<file path="src/design/ncbp_pkg.sv">
// ----------------------------------------------------------------------------
// ncbp_pkg
// Shared types and constants of the node command byte parser.
// ----------------------------------------------------------------------------
package ncbp_pkg;

  // default number of note slots
  localparam int NOTE_DEPTH_DEF = 512;

  // fixed field widths
  localparam int BYTE_W  = 8;
  localparam int NODE_W  = 4;
  localparam int INDEX_W = 9;
  localparam int DUR_W   = 16;
  localparam int COUNT_W = 16;
  localparam int POS_W   = 17;
  localparam int SLOT_W  = 10;

  // command codes in the upper nibble of an idle byte
  localparam logic [3:0] CMD_LOAD   = 4'h1;
  localparam logic [3:0] CMD_START  = 4'h3;
  localparam logic [3:0] CMD_STOP   = 4'h4;
  localparam logic [3:0] CMD_ASTART = 4'h5;
  localparam logic [3:0] CMD_ASTOP  = 4'h6;
  localparam logic [3:0] CMD_SYNC   = 4'h8;

  // reply codes
  localparam logic [1:0] RC_OK   = 2'd0;
  localparam logic [1:0] RC_BAD  = 2'd1;
  localparam logic [1:0] RC_SIZE = 2'd2;

  // position within a note triple
  localparam logic [1:0] PH_NOTE = 2'd0;
  localparam logic [1:0] PH_DURH = 2'd1;
  localparam logic [1:0] PH_DURL = 2'd2;

  // one result item
  typedef struct packed {
    logic               reply_valid;
    logic [1:0]         reply_code;
    logic               entry_valid;
    logic [INDEX_W-1:0] entry_index;
    logic [BYTE_W-1:0]  entry_note;
    logic [DUR_W-1:0]   entry_duration;
    logic               playing;
    logic               restart_playback;
    logic               clear_sync_wait;
    logic               data_ready;
  } result_t;

endpackage

</file>
<file path="src/design/ncbp_parser.sv">
// ----------------------------------------------------------------------------
// ncbp_parser
// Per-byte command and load parser: updates its state on each accepted byte
// and produces that byte's result.
// ----------------------------------------------------------------------------
module ncbp_parser #(
  parameter int NOTE_DEPTH = ncbp_pkg::NOTE_DEPTH_DEF
) (
  input  logic                        clk,
  input  logic                        rst_n,
  input  logic                        cfg_we,
  input  logic [ncbp_pkg::NODE_W-1:0] cfg_node_id,
  input  logic                        byte_we,
  input  logic [ncbp_pkg::BYTE_W-1:0] rx_byte,
  output ncbp_pkg::result_t           result
);

  // a load is too large once count / 3 exceeds the slot count
  localparam logic [ncbp_pkg::POS_W-1:0] BIG_MIN = ncbp_pkg::POS_W'(3 * NOTE_DEPTH + 3);
  localparam logic [ncbp_pkg::SLOT_W:0]  SLOT_LIM = (ncbp_pkg::SLOT_W + 1)'(NOTE_DEPTH);

  logic [ncbp_pkg::NODE_W-1:0]  node_id_r;
  logic                         loading_r, loading_nxt;
  logic [ncbp_pkg::NODE_W-1:0]  target_r, target_nxt;
  logic                         chs_r, chs_nxt;
  logic                         cls_r, cls_nxt;
  logic [ncbp_pkg::COUNT_W-1:0] count_r, count_nxt;
  logic [ncbp_pkg::POS_W-1:0]   pos_r, pos_nxt;
  logic [1:0]                   phase_r, phase_nxt;
  logic [ncbp_pkg::BYTE_W-1:0]  xor_r, xor_nxt;
  logic [ncbp_pkg::SLOT_W-1:0]  slot_r, slot_nxt;
  logic [ncbp_pkg::BYTE_W-1:0]  note_r, note_nxt;
  logic [ncbp_pkg::BYTE_W-1:0]  durh_r, durh_nxt;
  logic                         playing_r, playing_nxt;
  logic                         ready_r, ready_nxt;

  logic [3:0]                   cmd;
  logic [ncbp_pkg::NODE_W-1:0]  tgt;
  logic [ncbp_pkg::POS_W-1:0]   count_ext;
  logic                         too_big;
  logic                         pos_inc;

  assign cmd       = rx_byte[7:4];
  assign tgt       = rx_byte[3:0];
  assign count_ext = {1'b0, count_r};
  assign too_big   = (count_ext >= BIG_MIN);

  // next state and result of one byte
  always_comb begin
    loading_nxt = loading_r;
    target_nxt  = target_r;
    chs_nxt     = chs_r;
    cls_nxt     = cls_r;
    count_nxt   = count_r;
    pos_nxt     = pos_r;
    phase_nxt   = phase_r;
    xor_nxt     = xor_r;
    slot_nxt    = slot_r;
    note_nxt    = note_r;
    durh_nxt    = durh_r;
    playing_nxt = playing_r;
    ready_nxt   = ready_r;
    pos_inc     = 1'b0;
    result      = '0;

    if (!loading_r) begin
      case (cmd)
        ncbp_pkg::CMD_LOAD: begin
          loading_nxt = 1'b1;
          target_nxt  = tgt;
          chs_nxt     = 1'b0;
          cls_nxt     = 1'b0;
          pos_nxt     = '0;
          phase_nxt   = ncbp_pkg::PH_NOTE;
          slot_nxt    = '0;
          xor_nxt     = '0;
          ready_nxt   = 1'b0;
        end
        ncbp_pkg::CMD_START: begin
          result.restart_playback = 1'b1;
          playing_nxt             = 1'b1;
          result.clear_sync_wait  = 1'b1;
        end
        ncbp_pkg::CMD_STOP: begin
          playing_nxt            = 1'b0;
          result.clear_sync_wait = 1'b1;
        end
        ncbp_pkg::CMD_ASTART: begin
          if (tgt == node_id_r) begin
            result.restart_playback = 1'b1;
            playing_nxt             = 1'b1;
            result.clear_sync_wait  = 1'b1;
          end
        end
        ncbp_pkg::CMD_ASTOP: begin
          if (tgt == node_id_r) begin
            playing_nxt            = 1'b0;
            result.clear_sync_wait = 1'b1;
          end
        end
        ncbp_pkg::CMD_SYNC: begin
          result.clear_sync_wait = 1'b1;
        end
        default: begin
        end
      endcase
    end else if (!chs_r) begin
      count_nxt = {rx_byte, 8'h00};
      chs_nxt   = 1'b1;
    end else if (!cls_r) begin
      count_nxt = count_r | {8'h00, rx_byte};
      cls_nxt   = 1'b1;
    end else if (target_r == node_id_r) begin
      if (too_big) begin
        pos_inc = 1'b1;
      end else if (pos_r < count_ext) begin
        // data byte of a note triple
        case (phase_r)
          ncbp_pkg::PH_NOTE: note_nxt = rx_byte;
          ncbp_pkg::PH_DURH: durh_nxt = rx_byte;
          default: begin
            if ({1'b0, slot_r} < SLOT_LIM) begin
              result.entry_valid    = 1'b1;
              result.entry_index    = slot_r[ncbp_pkg::INDEX_W-1:0];
              result.entry_note     = note_r;
              result.entry_duration = {durh_r, rx_byte};
              slot_nxt              = slot_r + 1'b1;
            end
          end
        endcase
        pos_inc = 1'b1;
        xor_nxt = xor_r ^ rx_byte;
      end else if (pos_r == count_ext) begin
        // check byte
        result.reply_valid = 1'b1;
        if (rx_byte == xor_r) begin
          result.reply_code = ncbp_pkg::RC_OK;
          ready_nxt         = 1'b1;
        end else begin
          result.reply_code = ncbp_pkg::RC_BAD;
          ready_nxt         = 1'b0;
        end
        pos_inc = 1'b1;
      end
    end else begin
      // load for another node: count and skip
      if (pos_r <= count_ext) pos_inc = 1'b1;
    end

    if (pos_inc) begin
      pos_nxt   = pos_r + 1'b1;
      phase_nxt = (phase_r == ncbp_pkg::PH_DURL) ? ncbp_pkg::PH_NOTE : phase_r + 1'b1;
    end

    // end of load once the check byte is consumed
    if (loading_r && chs_r && cls_r && (pos_nxt > count_ext)) begin
      loading_nxt = 1'b0;
      target_nxt  = '0;
      if ((target_r == node_id_r) && too_big) begin
        result.reply_valid = 1'b1;
        result.reply_code  = ncbp_pkg::RC_SIZE;
        ready_nxt          = 1'b0;
      end
    end

    result.playing    = playing_nxt;
    result.data_ready = ready_nxt;
  end

  // configuration register
  always_ff @(posedge clk) begin
    if (!rst_n) begin
      node_id_r <= '0;
    end else if (cfg_we) begin
      node_id_r <= cfg_node_id;
    end
  end

  // parser state
  always_ff @(posedge clk) begin
    if (!rst_n) begin
      loading_r <= 1'b0;
      target_r  <= '0;
      chs_r     <= 1'b0;
      cls_r     <= 1'b0;
      count_r   <= '0;
      pos_r     <= '0;
      phase_r   <= ncbp_pkg::PH_NOTE;
      xor_r     <= '0;
      slot_r    <= '0;
      note_r    <= '0;
      durh_r    <= '0;
      playing_r <= 1'b0;
      ready_r   <= 1'b0;
    end else if (byte_we) begin
      loading_r <= loading_nxt;
      target_r  <= target_nxt;
      chs_r     <= chs_nxt;
      cls_r     <= cls_nxt;
      count_r   <= count_nxt;
      pos_r     <= pos_nxt;
      phase_r   <= phase_nxt;
      xor_r     <= xor_nxt;
      slot_r    <= slot_nxt;
      note_r    <= note_nxt;
      durh_r    <= durh_nxt;
      playing_r <= playing_nxt;
      ready_r   <= ready_nxt;
    end
  end

  // phase tracks the position modulo three
  a_phase_range: assert property (@(posedge clk) disable iff (!rst_n)
    phase_r != 2'd3)
    else $error("triple phase out of range");

  // an idle parser holds no target
  a_idle_target: assert property (@(posedge clk) disable iff (!rst_n)
    !loading_r |-> (target_r == '0))
    else $error("target kept after load end");

  // a data byte of a load never runs past the stored count plus check byte
  a_pos_bound: assert property (@(posedge clk) disable iff (!rst_n)
    loading_r |-> (pos_r <= count_ext))
    else $error("load position past count");

endmodule

</file>
<file path="src/design/ncbp_out_buf.sv">
// ----------------------------------------------------------------------------
// ncbp_out_buf
// Two-entry result buffer: a result register with a skid entry behind it.
// ----------------------------------------------------------------------------
module ncbp_out_buf (
  input  logic              clk,
  input  logic              rst_n,
  input  logic              push,
  input  ncbp_pkg::result_t push_data,
  output logic              can_push,
  output logic              out_valid,
  input  logic              out_ready,
  output ncbp_pkg::result_t out_data
);

  logic              main_v_r;
  logic              skid_v_r;
  ncbp_pkg::result_t main_d_r;
  ncbp_pkg::result_t skid_d_r;
  logic              pop;

  assign pop       = main_v_r && out_ready;
  assign can_push  = !skid_v_r;
  assign out_valid = main_v_r;
  assign out_data  = main_d_r;

  // valid bits
  always_ff @(posedge clk) begin
    if (!rst_n) begin
      main_v_r <= 1'b0;
      skid_v_r <= 1'b0;
    end else begin
      if (pop) begin
        if (skid_v_r) begin
          skid_v_r <= 1'b0;
        end else begin
          main_v_r <= push;
        end
      end else if (push) begin
        if (main_v_r) begin
          skid_v_r <= 1'b1;
        end else begin
          main_v_r <= 1'b1;
        end
      end
    end
  end

  // payload
  always_ff @(posedge clk) begin
    if (pop) begin
      if (skid_v_r) begin
        main_d_r <= skid_d_r;
      end else if (push) begin
        main_d_r <= push_data;
      end
    end else if (push) begin
      if (main_v_r) begin
        skid_d_r <= push_data;
      end else begin
        main_d_r <= push_data;
      end
    end
  end

  // the skid entry is only used behind a full result register
  a_skid_order: assert property (@(posedge clk) disable iff (!rst_n)
    skid_v_r |-> main_v_r)
    else $error("skid entry filled ahead of result register");

  // a waiting result is not dropped
  a_hold: assert property (@(posedge clk) disable iff (!rst_n)
    (main_v_r && !out_ready) |=> (main_v_r && $stable(main_d_r)))
    else $error("stalled result changed");

  // a filled skid entry holds until it moves forward
  a_skid_hold: assert property (@(posedge clk) disable iff (!rst_n)
    (skid_v_r && !pop) |=> (skid_v_r && $stable(skid_d_r)))
    else $error("skid entry lost");

endmodule

</file>
<file path="src/design/node_command_byte_parser_top.sv">
// ----------------------------------------------------------------------------
// node_command_byte_parser_top
// Bus byte parser for one node: commands, note loads and replies.
// ----------------------------------------------------------------------------
// Takes one received byte per cycle and delivers exactly one result per
// byte from the result register of a two-entry output buffer; in_ready
// drops only while both buffer entries are full. The parser state updates
// in the accept cycle from short logic on the byte and the current state,
// so throughput is one byte per clock while in_ready is high. cfg_ready is
// always high; node_id should be written between requests.
// ----------------------------------------------------------------------------
module node_command_byte_parser_top #(
  parameter int NOTE_DEPTH = ncbp_pkg::NOTE_DEPTH_DEF
) (
  input  logic                         clk,
  input  logic                         rst_n,
  input  logic                         cfg_valid,
  output logic                         cfg_ready,
  input  logic [ncbp_pkg::NODE_W-1:0]  cfg_node_id,
  input  logic                         in_valid,
  output logic                         in_ready,
  input  logic [ncbp_pkg::BYTE_W-1:0]  in_rx_byte,
  output logic                         out_valid,
  input  logic                         out_ready,
  output logic                         out_reply_valid,
  output logic [1:0]                   out_reply_code,
  output logic                         out_entry_valid,
  output logic [ncbp_pkg::INDEX_W-1:0] out_entry_index,
  output logic [ncbp_pkg::BYTE_W-1:0]  out_entry_note,
  output logic [ncbp_pkg::DUR_W-1:0]   out_entry_duration,
  output logic                         out_playing,
  output logic                         out_restart_playback,
  output logic                         out_clear_sync_wait,
  output logic                         out_data_ready
);

  logic              accept;
  logic              can_push;
  ncbp_pkg::result_t step_res;
  ncbp_pkg::result_t out_res;

  assign cfg_ready = 1'b1;
  assign in_ready  = can_push;
  assign accept    = in_valid && can_push;

  // byte parser
  ncbp_parser #(
    .NOTE_DEPTH (NOTE_DEPTH)
  ) u_parser (
    .clk         (clk),
    .rst_n       (rst_n),
    .cfg_we      (cfg_valid),
    .cfg_node_id (cfg_node_id),
    .byte_we     (accept),
    .rx_byte     (in_rx_byte),
    .result      (step_res)
  );

  // result buffer
  ncbp_out_buf u_out_buf (
    .clk       (clk),
    .rst_n     (rst_n),
    .push      (accept),
    .push_data (step_res),
    .can_push  (can_push),
    .out_valid (out_valid),
    .out_ready (out_ready),
    .out_data  (out_res)
  );

  // result fields
  assign out_reply_valid      = out_res.reply_valid;
  assign out_reply_code       = out_res.reply_code;
  assign out_entry_valid      = out_res.entry_valid;
  assign out_entry_index      = out_res.entry_index;
  assign out_entry_note       = out_res.entry_note;
  assign out_entry_duration   = out_res.entry_duration;
  assign out_playing          = out_res.playing;
  assign out_restart_playback = out_res.restart_playback;
  assign out_clear_sync_wait  = out_res.clear_sync_wait;
  assign out_data_ready       = out_res.data_ready;

endmodule
</file>
<file path="config.mk">
export PLATFORM = sky130hd
export DESIGN_NAME = node_command_byte_parser_top
export DESIGN_NICKNAME = d
export VERILOG_FILES = /design/src/design/ncbp_pkg.sv /design/src/design/ncbp_parser.sv /design/src/design/ncbp_out_buf.sv /design/src/design/node_command_byte_parser_top.sv
export SDC_FILE = /design/constraint.sdc
export NUM_CORES = 1
export LEC_CHECK = 0
export ABC_AREA = 1
export BUFFER_PORTS_ARGS = -buffer_cell sky130_fd_sc_hd__clkbuf_2
export CAP_MARGIN = 20
export CORE_ASPECT_RATIO = 1.1
export CORE_MARGIN = 3
export CORE_UTILIZATION = 32
export DETAILED_ROUTE_END_ITERATION = 10
export PLACE_DENSITY = 0.45
export SYNTH_ARGS = -nofsm -noshare
export SYNTH_HDL_FRONTEND = slang
export SYNTH_SLANG_ARGS = --single-unit
</file>
<file path="constraint.sdc">
create_clock -name clk -period 11.85 [get_ports clk]
set_input_delay 1.185 -clock clk [delete_from_list [all_inputs] [get_ports clk]]
set_output_delay 1.185 -clock clk [all_outputs]
set_load 0.03 [all_outputs]
</file>
### After elaboration in Yosys (flattened, before gate mapping)

Index checks and enable logic that the tools add are counted.
Widths: inputs -> output; s select.

* register bits: 166
* logic and storage cells: 186

* add/subtract/negate cells: 3
* order comparisons: 5
* equal/unequal tests: 24
* muxes and demuxes: 84
* bitwise gates (word level): 5
* reductions and logical operators: 29

Operators with widths (number)
* $mux 41: 5
* $mux 37: 5
* $mux 34: 3
* $mux 10: 9
* $mux 8: 7
* $mux 17: 3
* $mux 1: 34
* $mux 16: 2
* $ne 2x2->1 const B: 12
* $reduce_and 3->1: 6
* $add 17x1->17 const B: 1
* $eq 17x16->1: 1
* $gt 17x16->1: 1
* $le 17x16->1: 1
* $lt 17x16->1: 1
* $ge 16x11->1 const B: 1
* $or 16x8->16: 1
* $reduce_and 8->1: 2
* $eq 4x3->1 const B: 3
* $mux 2: 6
* $mux 3: 4
* $mux 4: 3
* $add 10x1->10 const B: 1
* $lt 10x10->1 const B: 1
* 22 further kinds: 37

### Logic depth before layout (Yosys ltp)

Gate-level depths: netlist of the first run.

* word-level depth: 15
* gate-level depth with buffers: 32
* gate-level depth less buffers: 32

### Cells and area by module

From an unflattened synthesis of the first run, not the netlist that was laid out.

* cell total of the unflattened synthesis: 1034
* area, all modules: 8558.2 sq um

Modules (own cells, without submodules)
* ncbp_parser: times used 1, cells each 798, area an instance 5200.0 sq um, seq. area each 1641.6 sq um
* ncbp_out_buf: times used 1, cells each 232, area an instance 3339.5 sq um, seq. area each 2502.4 sq um
* node_command_byte_parser_top: times used 1, cells each 4, area an instance 18.8 sq um, seq. area each 0.0 sq um

### Least setup slack after synthesis of the first run

No wires, ideal clock.

* path type: input to register
* start: input port in_valid
* end: register u_out_buf.skid_d_r[0] (netlist bit) (enable)
* arrival: 4.159 ns
* required time: 11.360 ns
* setup slack: 7.201 ns
* stages on the path: 2
* cell sequence: nand2_1 nor3_1

* word-level cells in the longest chain between the ends: 2

Ends and longest elaborated chain
* start, declared: line node_command_byte_parser_top.sv:20 `input logic in_valid,`
* $logic_and 1x1->1: line node_command_byte_parser_top.sv:44 `assign accept = in_valid && can_push;`
* $reduce_and 3->1 (no line)
* end signal, assigned: line ncbp_out_buf.sv:59 `skid_d_r <= push_data;`
* end, declared: line ncbp_out_buf.sv:19 `ncbp_pkg::result_t skid_d_r;`

No other way between the ends.
A chain may end at the register's enable or synchronous reset.

### Worst setup path after layout of the first run

* start: register u_parser.count_r[8] (netlist bit)
* end: register u_out_buf.main_d_r (netlist bit u_out_buf.out_data[0]), data pin

* word-level cells in the longest chain between the ends: 15

Ends and longest elaborated chain
* start, declared: line ncbp_parser.sv:27 `logic [ncbp_pkg::COUNT_W-1:0] count_r, count_nxt;`
* start signal, assigned: line ncbp_parser.sv:200 `count_r <= count_nxt;`
* branches (longest 4 deep; another with $lt 17x16->1)
* $mux 1 (*): line ncbp_parser.sv:113 `end else if (target_r == node_id_r) begin`
* $mux 1 (*): line ncbp_parser.sv:110 `end else if (!cls_r) begin`
* $mux 1 (*): line ncbp_parser.sv:107 `end else if (!chs_r) begin`
* $mux 1 (*): line ncbp_parser.sv:66 `if (!loading_r) begin`
* $mux 17 (*): line ncbp_parser.sv:150 `if (pos_inc) begin`
* named net u_parser.pos_nxt, one bit: line ncbp_parser.sv:28 `logic [ncbp_pkg::POS_W-1:0] pos_r, pos_nxt;`
* $gt 17x16->1 (*): line ncbp_parser.sv:156 `if (loading_r && chs_r && cls_r && (pos_nxt > count_ext)) begin`
* $logic_and 1x1->1 (*): line ncbp_parser.sv:156
* $mux 1 (*): line ncbp_parser.sv:156
* $mux 41 (on tied branches): line ncbp_out_buf.sv:58, ncbp_out_buf.sv:54
* $mux 41 (on tied branches): line ncbp_out_buf.sv:57, ncbp_out_buf.sv:52
* $mux 41 (*): line ncbp_out_buf.sv:51 `if (pop) begin`
* end signal, assigned: line ncbp_out_buf.sv:53 `main_d_r <= skid_d_r;`
* end signal, assigned: line ncbp_out_buf.sv:55 `main_d_r <= push_data;`
* end signal, assigned: line ncbp_out_buf.sv:61 `main_d_r <= push_data;`
* end, declared: line ncbp_out_buf.sv:18 `ncbp_pkg::result_t main_d_r;`

Mark *: on every way through the listed nets, which the timed path passes. The select of a mux whose other input is x is not followed.

==> impl_metrics.ini, run 1 <==
[run_status]
status = completed

[power_and_ir_drop]
p_switching_w = 0.0003845
pwr-share-comb = 0.110
internal_power_w = 0.0009439
p_per_area_nw_per_um2 = 134.4
pwr-share-seq = 0.476
clkPwrFrac = 0.414
ir_worst_vdd_mv = 0.07215
netSwitchingFraction = 0.2895
p_leak_nw = 3.962

[detailed_routing]
route.detailed.drc = 0
final_antenna_net_count = 0
wl_per_cell_um = 15.87
drt_iter0_drc = 397
firstDrtPassIters = 4
wl_um = 21920
viasPerCell = 4.639
vias = 6407

[worst_hold_path]
holdPathStages = 2
min-delay-path-class = reg -> reg

[clock_network]
clock_path_buffers = 2
cts_max_level = 4
cts_buffers = 17
root_buffer = clkbuf_16
clk_pin_slew_worst_paths_ns = 0.07
postCtsResizedCells = 0
clock-sinks = 166
insertion_delay_ns = 0.43
tritoncts = yes
post_cts_buffers = 0
hold_buffers = 0

[timing]
fin_skew_ns = 0.01788
hold_viol_final = 0
worst_slack_ns = 7.761
whs_ns = 0.4651
max_freq_mhz = 244.6
tns_ns = 0
fin_crit_ns = 4.089
slew_viol_final = 0
tightest_slew_ns = 0.9563
timing.final.crit_share = 0.3450
timing.slew.headroom = 0.3624
finalSetupViolations = 0
rsz0062_at_grt = false

[cells_and_area]
diodes = 0
fin_cells = 1381
syn_to_final_growth_pct = 13.80
fill_cells = 2755
drive_above_1_share = 0.2128
finalInstanceArea_um2 = 9887
fin_nets = 1067

[logic_synthesis]
synthTopCellsByArea = edfxtp_1 28%, dfxtp_1 19%, nand2_1 6.8%, inv_1 5.2%, ha_1 4.9%
ys.flop_type = dfxtp_1
async_reset_ff_frac = 0
synth_seq_cells = 166
synthesis.nets = 1015
synth_edf_count = 82
syn_inst = 964
syn_area_per_cell_um2 = 9.013
ys_warn_count = 0
yosys.area.top_type_share = 0.2834
synth_seq_area_share = 0.4770
synthesis.area_um2 = 8688
ys_types = 47
yosys.area.top_type = edfxtp_1

[worst_setup_path]
reg2reg_to = u_out_buf.out_data[0]$_DFFE_PP_
worstPathRequired_ns = 12.01
crit_type = reg -> reg
ff2ff_setup_slack_ns = 7.76
cp-end-kind = flip-flop
rr_worst_depth = 29
max_stage_delay_ns = 0.41
worst_ep_arrival_time_ns = 4.25
worstReg2RegStart = u_parser.count_r[8]$_SDFFE_PN0P_
cp_max_fo = 23
timing.critical_path.to = u_out_buf.out_data[0]$_DFFE_PP_
slowest_stage = dfxtp_1
cp-startpoint = u_parser.count_r[8]$_SDFFE_PN0P_
start_kind = flip-flop
cp_common_cell = nand2_1

[floorplanning]
die_y_um = 178.8
die_x_um = 163.1
initial_core_util = 0.3284
row_count = 62
die_area_um2 = 29170
coreArea_um2 = 26450
pin_count = 61

[placed_design]
postPlaceCellArea_um2 = 9306
dp_hpwl_um = 15340
place_ws_ns = 7.641
io_buffer_count = 59
gp_congestion = 0.7964
dp.cells = 1349

[global_routing]
grt_first_pass_wirelength_um = 35180
antenna_found_initial = 0
grt_usage = 0.1548
grt_max_degree = 51
grt_pass1_vias = 6348
grt_overflow_total = 0

[flow_run]
maxCapViolations = 0
layer usage:
metal / global-route usage / up-vias / share of wire
li1: - / 3310 / -
met1: 0.2123 / 2970 / 0.50
met2: 0.2505 / 108 / 0.46
met3: 0.02934 / 19 / 0.031
met4: 0.04265 / 0 / 0.013
met5: 0 / - / 0
layout make-up:
class	instances	area, um^2	area share
clock buffer	17	425.4	0.04303
clock inverter	15	155.1	0.01569
inverter	129	484.2	0.04897
multi-input combinational	634	3875	0.3919
sequential	166	4144	0.4191
tap	352	440.4	0.04455
timing repair buffer	68	362.8	0.03670
cell usage after synthesis, types with 2 or more instances:
library cell,number
nand2_1,157
inv_1,120
dfxtp_1,84
a21oi_1,82
edfxtp_1,82
nor2_1,73
o21ai_0,61
nand3_1,43
ha_1,34
mux2_2,33
nor2_4,31
xor2_1,24
clkbuf_1,18
nor3_1,13
a21oi_2,12
nand3_2,11
nand4_1,9
inv_2,8
nand2_2,8
o21ai_1,8
buf_2,7
nor2_2,7
buf_6,6
a21o_1,3
nor3b_1,3
nor4_1,3
xnor2_1,3
a31oi_1,2
power groups by stage:
stage	sequential [W]	clock (W)	combinational, W
after floorplan	0.000663	0	0.0000844
after global placement	0.000646	0	0.000146
after detailed placement	0.000646	0	0.000147
after CTS	0.000633	0.000567	0.000148
after global routing	0.000635	0.000590	0.000165
final	0.000633	0.000550	0.000145
worst min path at each step:
stage / endpoint / start / slack, ns
finish: u_parser.cls_r$_SDFFE_PN0P_ / u_parser.cls_r$_SDFFE_PN0P_ / 0.47
global route: u_parser.phase_r[0]$_SDFFE_PN0P_ / u_parser.phase_r[0]$_SDFFE_PN0P_ / 0.51
CTS: u_parser.cls_r$_SDFFE_PN0P_ / u_parser.cls_r$_SDFFE_PN0P_ / 0.47
detailed placement: u_parser.cls_r$_SDFFE_PN0P_ / u_parser.cls_r$_SDFFE_PN0P_ / 0.46
global placement: u_parser.cls_r$_SDFFE_PN0P_ / u_parser.cls_r$_SDFFE_PN0P_ / 0.46
floorplan: u_parser.cls_r$_SDFFE_PN0P_ / u_parser.cls_r$_SDFFE_PN0P_ / 0.44
cells by family (layout without fill, tap and decap cells):
logic type / count (synthesis) / after routing / share of synthesized area
compound gates: 174 / 174 / 0.1092
xor+xnor: 27 / 27 / 0.02722
fa+ha+maj: 34 / 34 / 0.04896
buf+inv: 164 / 229 / 0.07978
flops: 166 / 166 / 0.4770
mux: 33 / 33 / 0.04277
other cells: 1 / 1 / 0.0004316
simple gates: 365 / 365 / 0.2147
worst max-delay path, delay by kind of cell (launching register included):
| family | cells | cell delay [ns] |
|---|---|---|
| adder cells (fa/ha/maj) | 2 | 0.58 |
| AO/OA/AOI/OAI | 2 | 0.17 |
| AND/OR/NAND/NOR | 22 | 2.24 |
| buffers and inverters | 3 | 0.40 |
| flip-flops | 1 | 0.41 |
layout by cell type, fill, tap and decap left out, types with 2 or more instances in the layout:
cell type   netlist  final
a21o_1            3      3
nand2_2           8      8
nand2_1         157    157
nor4_1            3      3
inv_2             8      8
ha_1             34     34
a31oi_1           2      2
inv_8             0      3
a21oi_1          82     81
o21ai_1           8      8
clkbuf_2          0     59
mux2_2           33     33
clkbuf_16         0     17
nand3_2          11     11
inv_1           120    120
nor2_2            7      7
nand3_1          43     43
clkinv_8          0      3
inv_6             0      5
a21oi_2          12     12
nand4_1           9      9
o21ai_0          61     61
nor2_4           31     32
xor2_1           24     24
edfxtp_1         82     82
xnor2_1           3      3
clkinvlp_4        0      2
nor3_1           13     12
nor3b_1           3      3
dfxtp_1          84     84
buf_4             1      9
nor2_1           73     72
state kept, by name, indices dropped and copies added, names as in the netlist:
signal               flops
u_out_buf.out_data      41
u_out_buf.out_valid      1
u_out_buf.skid_d_r      41
u_out_buf.skid_v_r       1
u_parser.chs_r           1
u_parser.cls_r           1
u_parser.count_r        16
u_parser.durh_r          8
u_parser.loading_r       1
u_parser.node_id_r       4
u_parser.note_r          8
u_parser.phase_r         2
u_parser.playing_r       1
u_parser.pos_r          17
u_parser.ready_r         1
u_parser.slot_r         10
u_parser.target_r        4
u_parser.xor_r           8
stage by stage:
step                utilization  total power [W]
floorplan                     -        0.0007471
finish                   0.3738         0.001328
CTS                      0.3738         0.001347
global placement         0.3518        0.0007927
detailed placement       0.3518        0.0007929
global route             0.3738         0.001389
No activity file was read; power rests on OpenSTA's default activity.
==> run 2, diff against run 1 <==
clock period = 3.8 ns   (was 11.85 ns; I/O delays follow)
==> impl_metrics.ini, run 2 (synthesized netlist as in run 1, its figures left out) <==
[placed_design]
place_ws_ns = 0.08777
io_buffer_count = 59
postPlaceCellArea_um2 = 9535
gp_congestion = 0.8000
dp_hpwl_um = 15640

[clock_network]
tritoncts = yes
cts_max_level = 4
cts_buffers = 17
clock-sinks = 166
insertion_delay_ns = 0.43
hold_buffers = 0
clk_pin_slew_worst_paths_ns = 0.08
clock_path_buffers = 2
root_buffer = clkbuf_16

[worst_setup_path]
rr_worst_depth = 25
cp-startpoint = u_parser.count_r[2]$_SDFFE_PN0P_
worstPathRequired_ns = 3.99
cp_max_fo = 8
worstReg2RegStart = u_parser.count_r[2]$_SDFFE_PN0P_
ff2ff_setup_slack_ns = 0.28
worst_ep_arrival_time_ns = 3.70
cp_common_cell = nand2_1
max_stage_delay_ns = 0.34
cp-end-kind = flip-flop
slowest_stage = dfxtp_2
reg2reg_to = u_out_buf.out_data[40]$_DFFE_PP_
crit_type = reg -> reg
timing.critical_path.to = u_out_buf.out_data[40]$_DFFE_PP_
start_kind = flip-flop

[detailed_routing]
drt_iter0_drc = 303
viasPerCell = 4.625
route.detailed.drc = 0
firstDrtPassIters = 5
vias = 6558
wl_um = 21940
wl_per_cell_um = 15.47
final_antenna_net_count = 0

[cells_and_area]
fin_nets = 1104
layout_commonest_cell = nand2_1
diodes = 0
fin_util = 0.3975
layout_common_cells = 150 x nand2_1, 112 x inv_1, 82 x edfxtp_1, 79 x a21oi_1, 72 x dfxtp_1
drive_above_1_share = 0.2964
finalInstanceArea_um2 = 10520
syn_to_final_growth_pct = 21.03

[worst_hold_path]
hp-start = in_valid
holdPathStages = 3
min-delay-path-class = in -> reg

[timing]
tightest_slew_ns = 0.9789
timing.final.crit_share = 0.9251
timing.slew.headroom = 0.3450
worst_slack_ns = 0.2847
hold_viol_final = 0
fin_crit_ns = 3.515
slew_viol_final = 0
finalSetupViolations = 0
max_freq_mhz = 284.5
fin_skew_ns = 0.01568

[global_routing]
grt_max_degree = 50
grt_usage = 0.1518
antenna_found_initial = 0
grt_pass1_vias = 6400
grt_first_pass_wirelength_um = 34440
grt_overflow_total = 0

[power_and_ir_drop]
ir_worst_vdd_mv = 0.2358
p_leak_nw = 4.158
p_per_area_nw_per_um2 = 403.4
p_total_w = 0.004242

[floorplanning]
pin_count = 61
die_area_um2 = 29170
die_x_um = 163.1
initial_core_util = 0.3284
die_y_um = 178.8
coreArea_um2 = 26450
row_count = 62

[run_status]
status = completed

[flow_run]
maxCapViolations = 0
[run 2: cell count changes in the layout (fill, tap and decap cells not counted), sizes merged]
cell / delta
clkinvlp: -1
clkbuf: +1
inv: +1
clkinv: -1
buf: +37
[run 2: where the power goes]
group,total (W),switching [W],internal (W)
registers,0.00198,0.0000377,0.00194
logic,0.000538,0.000355,0.000183
clock network,0.00173,0.000831,0.000898
[run 2: worst min-delay path by stage]
| stage | slack [ns] | end |
|---|---|---|
| 2_1_floorplan | 0.44 | u_parser.cls_r$_SDFFE_PN0P_ |
| 3_3_place_gp | 0.46 | u_parser.cls_r$_SDFFE_PN0P_ |
| 3_5_place_dp | 0.46 | u_parser.cls_r$_SDFFE_PN0P_ |
| 4_1_cts | 0.18 | u_parser.node_id_r[1]$_SDFFE_PN0P_ |
| 5_1_grt | 0.21 | u_out_buf.skid_v_r$_SDFFE_PP0P_ |
| 6_report | 0.21 | u_out_buf.skid_v_r$_SDFFE_PP0P_ |
[run 2: metrics by stage]
step                      hold slack, ns  instances  setup TNS [ns]
after floorplan                   0.4392        964               0
after global placement            0.4558       1377               0
after detailed placement          0.4626       1377               0
after CTS                         0.1833       1409               0
after global routing              0.2086       1418        -0.07630
final                             0.2067       1418               0
[run 2: final cells by class]
cell class              count  area, um^2
clock buffers              18       439.2
clock inverters            14       143.9
fillers                  2663       15940
inverters                 129       496.7
multi-input cells         634        4172
flip-flops and latches    166        4159
well taps                 352       440.4
repair buffers            105       664.4
[run 2: timing repair]
action | in CTS | in global routing
resized for setup | 0 | 81
setup buffers | 0 | 9
setup endpoints to repair | 0 | 12
endpoints found under the hold margin | 0 | 0
[run 2: routing by layer]
layer,vias to the layer above,GRT usage,wire length [um]
met4,0,0.04054,307
li1,3378,-,-
met1,3073,0.2067,10770
met5,-,0,0
met3,19,0.02241,583
met2,88,0.2528,10280
[run 2: worst max-delay path: cells and delay by family (launching register included)]
kind	cells	cell delay (ns)
AO/OA/AOI/OAI	3	0.56
adder cells (fa/ha/maj)	2	0.54
buffers and inverters	6	0.53
flip-flops	1	0.34
AND/OR/NAND/NOR	14	1.29
